--- src/rtl/core/atw_pkg.sv ---
// Shared types and constants of the animation time wrapper.
`default_nettype none

package atw_pkg;

  localparam int TIME_BITS_DEFAULT     = 32;
  localparam int FRACTION_BITS_DEFAULT = 16;

  // Sentinel values that mark an unset key range (raw 32-bit register contents).
  localparam logic [31:0] KEY_START_UNSET = 32'h7FFF_FFFF;
  localparam logic [31:0] KEY_STOP_UNSET  = 32'h8000_0000;

  localparam logic [1:0] MODE_WRAP     = 2'd0;
  localparam logic [1:0] MODE_PINGPONG = 2'd1;
  localparam logic [1:0] MODE_HOLD     = 2'd2;

  typedef enum logic [2:0] {
    CFG_FREQUENCY      = 3'd0,
    CFG_PHASE          = 3'd1,
    CFG_KEY_START      = 3'd2,
    CFG_KEY_STOP       = 3'd3,
    CFG_CYCLE_MODE     = 3'd4,
    CFG_PLAY_BACKWARDS = 3'd5,
    CFG_ACTIVE         = 3'd6,
    CFG_COMPUTE_SCALED = 3'd7
  } atw_cfg_idx_e;

  typedef enum logic [4:0] {
    S_IDLE,
    S_CHECK,
    S_MSETUP,
    S_MUL,
    S_MFIX,
    S_WACC,
    S_PHASE,
    S_WSEL,
    S_DSETUP,
    S_DIV,
    S_RSIGN,
    S_POST1,
    S_POST2,
    S_POST3,
    S_CLAMP,
    S_MIR1,
    S_MIR2,
    S_CMP,
    S_DONE
  } atw_state_e;

endpackage

`default_nettype wire

--- src/rtl/core/atw_mul.sv ---
// Bit-serial unsigned shift-add multiplier, one multiplier bit per cycle.
`default_nettype none

module atw_mul import atw_pkg::*; #(
  parameter int W = TIME_BITS_DEFAULT
) (
  input  wire logic           clk_i,
  input  wire logic           rst_ni,
  input  wire logic           start_i,
  input  wire logic [W-1:0]   mcand_i,
  input  wire logic [W-1:0]   mplier_i,
  output logic                done_o,
  output logic [2*W-1:0]      prod_o
);

  localparam int CW = $clog2(W);

  logic          busy_q;
  logic          done_q;
  logic [CW-1:0] cnt_q;
  logic [W-1:0]  mcand_q;
  logic [W-1:0]  hi_q;
  logic [W-1:0]  lo_q;
  logic [W:0]    sum;

  assign sum = {1'b0, hi_q} + (lo_q[0] ? {1'b0, mcand_q} : '0);

  always_ff @(posedge clk_i or negedge rst_ni) begin
    if (!rst_ni) begin
      busy_q <= 1'b0;
      done_q <= 1'b0;
      cnt_q  <= '0;
    end else begin
      done_q <= 1'b0;
      if (start_i) begin
        busy_q <= 1'b1;
        cnt_q  <= '0;
      end else if (busy_q) begin
        cnt_q <= cnt_q + CW'(1);
        if (cnt_q == CW'(W - 1)) begin
          busy_q <= 1'b0;
          done_q <= 1'b1;
        end
      end
    end
  end

  // Add the multiplicand on a set bit, then shift the whole product right.
  always_ff @(posedge clk_i) begin
    if (start_i) begin
      mcand_q <= mcand_i;
      hi_q    <= '0;
      lo_q    <= mplier_i;
    end else if (busy_q) begin
      hi_q <= sum[W:1];
      lo_q <= {sum[0], lo_q[W-1:1]};
    end
  end

  assign done_o = done_q;
  assign prod_o = {hi_q, lo_q};

endmodule

`default_nettype wire

--- src/rtl/core/atw_rem.sv ---
// Bit-serial restoring remainder of two unsigned magnitudes, one bit per cycle.
`default_nettype none

module atw_rem import atw_pkg::*; #(
  parameter int W = TIME_BITS_DEFAULT
) (
  input  wire logic         clk_i,
  input  wire logic         rst_ni,
  input  wire logic         start_i,
  input  wire logic [W-1:0] dividend_i,
  input  wire logic [W-1:0] divisor_i,
  output logic              done_o,
  output logic [W-1:0]      rem_o
);

  localparam int CW = $clog2(W);

  logic          busy_q;
  logic          done_q;
  logic [CW-1:0] cnt_q;
  logic [W-1:0]  dvd_q;
  logic [W-1:0]  dvs_q;
  logic [W-1:0]  rem_q;
  logic [W:0]    trial;
  logic [W+1:0]  diff;

  assign trial = {rem_q, dvd_q[W-1]};
  assign diff  = {1'b0, trial} - {2'b00, dvs_q};

  always_ff @(posedge clk_i or negedge rst_ni) begin
    if (!rst_ni) begin
      busy_q <= 1'b0;
      done_q <= 1'b0;
      cnt_q  <= '0;
    end else begin
      done_q <= 1'b0;
      if (start_i) begin
        busy_q <= 1'b1;
        cnt_q  <= '0;
      end else if (busy_q) begin
        cnt_q <= cnt_q + CW'(1);
        if (cnt_q == CW'(W - 1)) begin
          busy_q <= 1'b0;
          done_q <= 1'b1;
        end
      end
    end
  end

  // Shift in the next dividend bit; keep the difference when it does not borrow.
  always_ff @(posedge clk_i) begin
    if (start_i) begin
      dvd_q <= dividend_i;
      dvs_q <= divisor_i;
      rem_q <= '0;
    end else if (busy_q) begin
      dvd_q <= {dvd_q[W-2:0], 1'b0};
      rem_q <= diff[W+1] ? trial[W-1:0] : diff[W-1:0];
    end
  end

  assign done_o = done_q;
  assign rem_o  = rem_q;

endmodule

`default_nettype wire

--- src/rtl/core/animation_time_wrapper.sv ---
// Top level of the animation time wrapper: sequencer, state and datapath.
`default_nettype none

// Animation time wrapper. Each time_now item (signed fixed point, TIME_BITS wide
// inside with FRACTION_BITS fraction bits) yields exactly one result item:
// skip_update and the held scaled time. A sample is a skip when the block is
// inactive, when the time equals the previous one, or when the newly scaled
// time equals the held one. Otherwise, with scaled computation enabled, the
// elapsed time is multiplied by the frequency, added to the weighted time and
// offset by the phase; the result is wrapped by loop, ping-pong reverse or
// clamp mode inside the key range, clamped to that range and mirrored for
// backwards playback. Items are handled one at a time. A skip decided on the
// time alone bypasses the bit-serial multiplier and the bit-serial remainder
// unit; a full update is paced by the multiplier and, when it wraps, by the
// remainder unit, each of which retires one bit per cycle. The finished result
// sits in an output register, so the next item is taken while it waits.
// Configuration writes are taken at any cycle and must only come while idle.
module animation_time_wrapper import atw_pkg::*; #(
  parameter int TIME_BITS     = TIME_BITS_DEFAULT,
  parameter int FRACTION_BITS = FRACTION_BITS_DEFAULT
) (
  input  wire logic               clk_i,
  input  wire logic               rst_ni,
  input  wire logic               in_valid_i,
  output logic                    in_ready_o,
  input  wire logic signed [31:0] time_now_i,
  output logic                    out_valid_o,
  input  wire logic               out_ready_i,
  output logic                    skip_update_o,
  output logic signed [31:0]      scaled_time_o,
  input  wire logic               cfg_we_i,
  input  wire logic [2:0]         cfg_index_i,
  input  wire logic [31:0]        cfg_data_i
);

  localparam int W    = TIME_BITS;
  localparam int FB   = FRACTION_BITS;
  localparam int EW   = (W > 32) ? W : 32;
  localparam int PW   = 2 * W;
  localparam int PEXT = PW + FB;
  localparam logic [W-1:0]    SBIT      = W'(1) << (W - 1);
  localparam logic [PEXT-1:0] FRAC_MASK = (PEXT'(1) << FB) - PEXT'(1);

  // Sign-extend a 32-bit value, then wrap it to the internal width.
  function automatic logic [W-1:0] from32(logic [31:0] x);
    logic signed [EW-1:0] e;
    e = EW'($signed(x));
    return e[W-1:0];
  endfunction

  function automatic logic [W-1:0] mag(logic [W-1:0] v);
    return v[W-1] ? (~v + W'(1)) : v;
  endfunction

  function automatic logic lt(logic [W-1:0] a, logic [W-1:0] b);
    return $signed(a) < $signed(b);
  endfunction

  // Configuration registers, raw as written.
  logic [31:0] freq_q, phase_q, key_start_q, key_stop_q;
  logic [1:0]  cycle_mode_q;
  logic        play_back_q, active_q, compute_q;

  // Block state.
  logic [W-1:0] prev_q, weighted_q, held_q;

  // Sequencer and datapath.
  atw_state_e   state_q, state_d;
  logic [W-1:0] t_q, delta_q, base_q, mres_q, s_q, span_q, a_q, b_q, r_q;
  logic         neg_q, res_skip_q;
  logic         out_valid_q, out_skip_q;
  logic [31:0]  out_time_q;

  logic [W-1:0]   freq_w, phase_w, start_w, stop_w;
  logic           key_set, wrap_en, mode_loop, mode_rev, first, in_accept, out_load;
  logic           mul_start, mul_done, rem_start, rem_done;
  logic [PW-1:0]  prod;
  logic [PEXT-1:0] prod_ext;
  logic [W-1:0]   prod_sh, rem;
  logic           sticky;
  logic [EW-1:0]  held_ext;

  assign freq_w    = from32(freq_q);
  assign phase_w   = from32(phase_q);
  assign start_w   = from32(key_start_q);
  assign stop_w    = from32(key_stop_q);
  assign key_set   = (key_stop_q != KEY_STOP_UNSET) && (key_start_q != KEY_START_UNSET);
  assign mode_loop = (cycle_mode_q == MODE_WRAP);
  assign mode_rev  = (cycle_mode_q == MODE_PINGPONG);
  assign wrap_en   = key_set && (mode_loop || mode_rev);
  assign first     = (prev_q == SBIT);
  assign in_accept = in_valid_i && in_ready_o;

  // Floor shift of the signed product: negate as ~q plus one unless bits fell off.
  assign prod_ext = PEXT'(prod);
  assign prod_sh  = prod_ext[FB +: W];
  assign sticky   = |(prod_ext & FRAC_MASK);

  atw_mul #(.W(W)) u_mul (
    .clk_i   (clk_i),
    .rst_ni  (rst_ni),
    .start_i (mul_start),
    .mcand_i (mag(delta_q)),
    .mplier_i(mag(freq_w)),
    .done_o  (mul_done),
    .prod_o  (prod)
  );

  atw_rem #(.W(W)) u_rem (
    .clk_i     (clk_i),
    .rst_ni    (rst_ni),
    .start_i   (rem_start),
    .dividend_i(mag(a_q)),
    .divisor_i (mag(b_q)),
    .done_o    (rem_done),
    .rem_o     (rem)
  );

  // Configuration writes.
  always_ff @(posedge clk_i or negedge rst_ni) begin
    if (!rst_ni) begin
      freq_q       <= '0;
      phase_q      <= '0;
      key_start_q  <= KEY_START_UNSET;
      key_stop_q   <= KEY_STOP_UNSET;
      cycle_mode_q <= MODE_WRAP;
      play_back_q  <= 1'b0;
      active_q     <= 1'b1;
      compute_q    <= 1'b1;
    end else if (cfg_we_i) begin
      unique case (atw_cfg_idx_e'(cfg_index_i))
        CFG_FREQUENCY:      freq_q       <= cfg_data_i;
        CFG_PHASE:          phase_q      <= cfg_data_i;
        CFG_KEY_START:      key_start_q  <= cfg_data_i;
        CFG_KEY_STOP:       key_stop_q   <= cfg_data_i;
        CFG_CYCLE_MODE:     cycle_mode_q <= cfg_data_i[1:0];
        CFG_PLAY_BACKWARDS: play_back_q  <= cfg_data_i[0];
        CFG_ACTIVE:         active_q     <= cfg_data_i[0];
        CFG_COMPUTE_SCALED: compute_q    <= cfg_data_i[0];
      endcase
    end
  end

  always_ff @(posedge clk_i or negedge rst_ni) begin
    if (!rst_ni) begin
      state_q <= S_IDLE;
    end else begin
      state_q <= state_d;
    end
  end

  // Next state and unit starts.
  always_comb begin
    state_d   = state_q;
    mul_start = 1'b0;
    rem_start = 1'b0;
    out_load  = 1'b0;
    unique case (state_q)
      S_IDLE: begin
        if (in_valid_i) state_d = S_CHECK;
      end
      S_CHECK: begin
        if (!active_q || (prev_q == t_q) || !compute_q) state_d = S_DONE;
        else state_d = S_MSETUP;
      end
      S_MSETUP: begin
        mul_start = 1'b1;
        state_d   = S_MUL;
      end
      S_MUL: begin
        if (mul_done) state_d = S_MFIX;
      end
      S_MFIX:  state_d = S_WACC;
      S_WACC:  state_d = S_PHASE;
      S_PHASE: state_d = S_WSEL;
      S_WSEL: begin
        if (!wrap_en || (span_q == '0)) state_d = S_CLAMP;
        else state_d = S_DSETUP;
      end
      S_DSETUP: begin
        // A double span that wraps to zero uses the value unreduced.
        if (mode_rev && (b_q == '0)) begin
          state_d = S_POST1;
        end else begin
          rem_start = 1'b1;
          state_d   = S_DIV;
        end
      end
      S_DIV: begin
        if (rem_done) state_d = S_RSIGN;
      end
      S_RSIGN: state_d = S_POST1;
      S_POST1: state_d = S_POST2;
      S_POST2: state_d = S_POST3;
      S_POST3: state_d = S_CLAMP;
      S_CLAMP: begin
        if (play_back_q) state_d = S_MIR1;
        else state_d = S_CMP;
      end
      S_MIR1: state_d = S_MIR2;
      S_MIR2: state_d = S_CMP;
      S_CMP:  state_d = S_DONE;
      S_DONE: begin
        if (!out_valid_q || out_ready_i) begin
          out_load = 1'b1;
          state_d  = S_IDLE;
        end
      end
      default: state_d = S_IDLE;
    endcase
  end

  assign in_ready_o = (state_q == S_IDLE);

  // Block state: previous time, weighted time and held scaled time.
  always_ff @(posedge clk_i or negedge rst_ni) begin
    if (!rst_ni) begin
      prev_q     <= SBIT;
      weighted_q <= '0;
      held_q     <= '0;
    end else begin
      if (state_q == S_CHECK && active_q && (prev_q != t_q) && compute_q) prev_q <= t_q;
      if (state_q == S_WACC) weighted_q <= base_q + mres_q;
      if (state_q == S_CMP && (s_q != held_q)) held_q <= s_q;
    end
  end

  // Datapath, with its adds and compares spread over the sequencer steps.
  always_ff @(posedge clk_i) begin
    unique case (state_q)
      S_IDLE: begin
        if (in_accept) t_q <= from32(time_now_i);
      end
      S_CHECK: begin
        res_skip_q <= !active_q || (prev_q == t_q);
        delta_q    <= first ? '0 : (t_q - prev_q);
        base_q     <= first ? '0 : weighted_q;
      end
      S_MSETUP: neg_q <= delta_q[W-1] ^ freq_w[W-1];
      S_MFIX:   mres_q <= neg_q ? (~prod_sh + W'(!sticky)) : prod_sh;
      S_PHASE: begin
        s_q    <= weighted_q + phase_w;
        span_q <= stop_w - start_w;
      end
      S_WSEL: begin
        if (wrap_en && (span_q == '0)) s_q <= start_w;
        a_q <= mode_loop ? (s_q - start_w) : s_q;
        b_q <= mode_loop ? span_q : {span_q[W-2:0], 1'b0};
      end
      S_DSETUP: r_q <= a_q;
      S_RSIGN:  r_q <= a_q[W-1] ? (~rem + W'(1)) : rem;
      S_POST1: begin
        if (mode_loop) s_q <= r_q + start_w;
        else if (r_q[W-1]) r_q <= r_q + b_q;
      end
      S_POST2: begin
        if (mode_loop) begin
          if (lt(s_q, start_w)) s_q <= s_q + span_q;
        end else if (lt(span_q, r_q)) begin
          r_q <= b_q - r_q;
        end
      end
      S_POST3: begin
        if (mode_rev) s_q <= r_q + start_w;
      end
      S_CLAMP: begin
        // The stop bound wins when the range is inverted.
        if (lt(stop_w, s_q)) s_q <= stop_w;
        else if (lt(s_q, start_w)) s_q <= start_w;
      end
      S_MIR1: s_q <= s_q - start_w;
      S_MIR2: s_q <= stop_w - s_q;
      S_CMP:  res_skip_q <= (s_q == held_q);
      default: ;
    endcase
  end

  // Output register: hold the item until taken.
  always_ff @(posedge clk_i or negedge rst_ni) begin
    if (!rst_ni) begin
      out_valid_q <= 1'b0;
    end else if (out_load) begin
      out_valid_q <= 1'b1;
    end else if (out_ready_i) begin
      out_valid_q <= 1'b0;
    end
  end

  assign held_ext = EW'(held_q);

  always_ff @(posedge clk_i) begin
    if (out_load) begin
      out_skip_q <= res_skip_q;
      out_time_q <= held_ext[31:0];
    end
  end

  assign out_valid_o   = out_valid_q;
  assign skip_update_o = out_skip_q;
  assign scaled_time_o = $signed(out_time_q);

`ifndef NO_ASSERTIONS
  // One item at a time: after an acceptance the input side closes.
  a_one_item: assert property (@(posedge clk_i) disable iff (!rst_ni)
    in_valid_i && in_ready_o |=> !in_ready_o)
    else $error("second item taken while one is in work");

  // The held scaled time changes only at the compare step.
  a_held_stable: assert property (@(posedge clk_i) disable iff (!rst_ni)
    state_q != S_CMP |=> $stable(held_q))
    else $error("held scaled time changed outside the compare step");

  // A result appears only on leaving the done step.
  a_out_from_done: assert property (@(posedge clk_i) disable iff (!rst_ni)
    $rose(out_valid_o) |-> $past(state_q == S_DONE))
    else $error("result raised outside the done step");

  // A multiplier start is always followed by the multiply step.
  a_mul_start: assert property (@(posedge clk_i) disable iff (!rst_ni)
    mul_start |=> state_q == S_MUL)
    else $error("multiplier started out of sequence");
`endif

endmodule

`default_nettype wire

--- config.mk ---
export PLATFORM = sky130hd
export DESIGN_NAME = animation_time_wrapper
export DESIGN_NICKNAME = d
export VERILOG_FILES = /design/src/rtl/core/atw_pkg.sv /design/src/rtl/core/atw_mul.sv /design/src/rtl/core/atw_rem.sv /design/src/rtl/core/animation_time_wrapper.sv
export SDC_FILE = /design/constraint.sdc
export NUM_CORES = 2
export LEC_CHECK = 0
export BUFFER_PORTS_ARGS = -buffer_cell sky130_fd_sc_hd__buf_4
export CAP_MARGIN = 20
export CORE_AREA = 2 2 417 419
export DETAILED_ROUTE_END_ITERATION = 7
export DIE_AREA = 0 0 419 421
export HOLD_SLACK_MARGIN = 0.1
export PLACE_DENSITY = 0.54
export SYNTH_ARGS = -nofsm -noshare
export SYNTH_HDL_FRONTEND = slang
export SYNTH_SLANG_ARGS = --single-unit
--- constraint.sdc ---
create_clock -name clk_i -period 7.1 [get_ports clk_i]
set_input_delay 1.065 -clock clk_i [delete_from_list [all_inputs] [get_ports clk_i]]
set_output_delay 1.065 -clock clk_i [all_outputs]
set_load 0.05 [all_outputs]
==> metrics.yaml <==
status:
  status: "complete, no violations"
place:
  place_inst: 7857
  dp_hpwl_mm: 132.1
  gp_congestion: 0.9477
  port_buffers: 106
  dpl_cell_area_sq_um: 56610
setup_path:
  r2r_cells: 15
  cp-end-kind: "flip-flop"
  cp_slowest_cell: "o311ai_0"
  path_cells: "inv_1 > fa_1 > a21o_1 > a41oi_1 > o21ai_0 > o311ai_0 > and3_1 > o21a_1 > o21ai_0 > o21ba_2 > buf_4 > nand2_1 > a221oi_1 > nor2_2 > buf_4"
  startpoint_type: "flip-flop"
  worstReg2RegEnd: "s_q[11]"
  crit_end: "s_q[11]"
  path_max_fanout: 32
  cp.arrival_ps: 5460
  r2r_slack_ps: 1970
  worstSetupPathDepth: 15
  crit_family: "compound AO/OA/AOI/OAI gates"
  r2r_start: "s_q[1]"
  crit_start: "s_q[1]"
  crit_type: "reg -> reg"
  cpPeakStageDelay_ps: 710
  cp.buffers_inverters: 3
  required_ps: 7430
logic_synthesis:
  ys_ff_latch: 764
  async_reset_ff_frac: 0.3259
  synth.distinct_cells: 79
  synth-edff-count: 451
  synth_fp_nets: 6072
  syn_inst: 5570
  yosys_most_used_dff: "edfxtp_1"
  avgSynthCellArea_sq_um: 9.527
  ys_warn_count: 0
  syn_area_sq_um: 53070
  ys_seq_area_frac: 0.3976
cts:
  cts_root_buffer: "clkbuf_16"
  path_clk_slew_ps: 60
  clock-sinks: 764
  ctsLongestPathBuffers: 3
  h-tree-depth: 3
  cts_buffers: 93
  cts_tree: "done"
  cts_setup_buffers: 0
  insertion_delay_ps: 730
  cts_resized: 0
  cts-hold-fix-buffers: 0
floorplanning:
  die_x_microns: 419
  start_util: 0.3077
  dieArea_sq_um: 176400
  pin_count: 107
  row_count: 153
  die_h_microns: 421
  core_sq_um: 172500
timing:
  max_freq_mhz: 195.1
  final_min_period_over_clock_period: 0.7219
  rsz0062_at_grt: "false"
  drv_slew: 0
  setup_viol: 0
  tns_ps: 0
  fin_crit_ps: 5126
  fin_skew_ps: 52.11
  hold_viol: 0
  relSlewSlack: 0.2251
  worst_pin_slew_ps: 1133
detailed_routing:
  drt-vias-per-instance: 5.336
  ant_nets: 0
  vias: 42881
  remaining_drc_errors: 0
  wl_mm: 170.6
  dr.pass1.iters: 6
  drt-initial-drc-count: 3414
  wl_per_cell_microns: 21.22
power_and_ir_drop:
  leakage_nw: 24.41
  vdd_drop_max_uv: 208.1
  netSwitchingFraction: 0.4263
  comb_power_share: 0.491
  power.density_nw_per_um2: 436.5
  internal-power_w: 0.01502
  power_frac_clock: 0.196
  power.switching_w: 0.01116
  p_seq_frac: 0.313
worst_hold_path:
  hold_class: "in -> async"
final_layout:
  finalNetCount: 6132
  syn_to_final_growth_pct: 13.03
  ff_latch_area_sq_um: 21100
  postLayoutCellArea_sq_um: 59980
  fillerInstances: 17475
  fin_cells: 8036
  drive_gt1_frac: 0.1012
  multiInputGateArea_sq_um: 30330
grt:
  track_usage: 0.1889
  grt_pass1_vias: 41710
  grt_max_degree: 110
  antenna_found_initial: 8
  gr-total-overflow: 0
  grt_pass1_wl_mm: 256.7
run:
  drv_cap: 0
[power groups by stage]
stage | clock, W | combinational (W) | sequential (W)
global placement | 0 | 0.0125 | 0.00825
global route | 0.00543 | 0.0142 | 0.00836
floorplan | 0 | 0.00953 | 0.00765
finish | 0.00512 | 0.0129 | 0.00819
CTS | 0.00527 | 0.0127 | 0.00820
detailed placement | 0 | 0.0126 | 0.00827
[worst min-delay path by stage]
stage / startpoint / endpoint / slack (ps) / depth (start not counted)
floorplan: res_skip_q / skip_update_o / 400 / 0
global placement: res_skip_q / skip_update_o / 430 / 0
detailed placement: res_skip_q / skip_update_o / 430 / 0
CTS: rst_ni / u_rem.cnt_q[3] / 170 / 1
global route: rst_ni / u_rem.cnt_q[3] / 210 / 1
finish: rst_ni / u_rem.cnt_q[3] / 220 / 1
[area by class of cell]
type	instances	share of cell area
Timing Repair Buffer	164	0.02169
Sequential cell	764	0.3518
Multi-Input combinational cell	4333	0.5057
Clock buffer	125	0.04391
Clock inverter	50	0.01120
Inverter	274	0.01715
Tap cell	2325	0.04850
Antenna cell	1	0.00004172
[per-stage QoR]
step	setup slack, ps	hold slack, ps	total power, W	util
after floorplan	1938	400.3	0.01717	-
after global placement	2038	433.8	0.02077	0.3281
after detailed placement	2078	433.8	0.02091	0.3282
after CTS	2037	173.9	0.02619	0.3474
after global routing	1732	207.1	0.02801	0.3477
final	1974	216.2	0.02618	0.3478
[routing by layer]
layer,track usage,part of all wire,up-vias
met4,0.06029,0.030,0
met5,0,0,-
met3,0.02426,0.054,200
li1,-,-,20697
met2,0.3070,0.46,1125
met1,0.2590,0.46,20859
[worst reg2reg max path, delay by kind of cell (launching register included)]
kind                     cells  cell delay [ps]
AO/OA/AOI/OAI                8             2040
buffers and inverters        3              900
AND/OR/NAND/NOR              3              710
flip-flops                   1              590
adder cells (fa/ha/maj)      1              460
[cells in the final DEF, fill, tap and decap left out, drive strengths merged, types with 22 or more instances in the layout]
master	instances
dfrtp	214
a31oi	37
clkbuf	125
nand4	61
o221ai	22
ha	418
a211oi	59
and2	50
nand2	538
buf	163
o211ai	25
nor4	46
a21o	187
o31ai	74
inv	276
o22ai	31
mux2	145
dfstp	35
a21oi	381
nor2b	82
nor3	72
dfxtp	64
o21ai	484
and3	32
nand3	80
clkinv	33
xor2	184
or4	37
edfxtp	451
nand2b	70
or3	44
o41ai	29
o21a	54
xnor2	307
or2	30
mux2i	82
o21bai	53
a221oi	45
nor2	329
[cells in the mapped netlist (17+ instances only)]
master	instances	area [sq um]
a2111oi_0	17	148.9
a211oi_1	59	442.9
a21o_1	187	1404
a21oi_1	381	1907
a221oi_1	45	394.1
a22oi_1	21	157.7
a31oi_1	37	231.5
and2_1	50	312.8
and3_1	32	200.2
clkbuf_1	182	683.2
dfrtp_1	214	5355
dfstp_2	35	919.6
dfxtp_1	64	1281
edfxtp_1	451	13540
ha_1	418	5230
inv_1	272	1021
mux2_2	145	1633
mux2i_1	82	820.8
nand2_1	538	2019
nand2b_1	70	437.9
nand3_1	80	400.4
nand4_1	61	381.6
nor2_1	329	1235
nor2b_1	82	513.0
nor3_1	72	360.4
nor4_1	46	287.8
o211ai_1	25	187.7
o21a_1	54	405.4
o21ai_0	482	2412
o21bai_1	53	397.9
o221ai_1	22	192.7
o22ai_1	31	193.9
o31ai_1	73	548.0
o41ai_1	28	245.2
or2_2	29	181.4
or3_1	42	262.8
or4_1	33	247.7
xnor2_1	307	2689
xor2_1	184	1612
[cells by family after synthesis]
group           count (synthesis)  synth area share
xor+xnor                      491           0.08104
compound gates               1671            0.2017
flops                         764            0.3976
mux                           227           0.04624
simple gates                 1514            0.1369
fa+ha+maj                     430            0.1031
buf+inv                       473           0.03348
No activity file was read; power rests on OpenSTA's default activity.
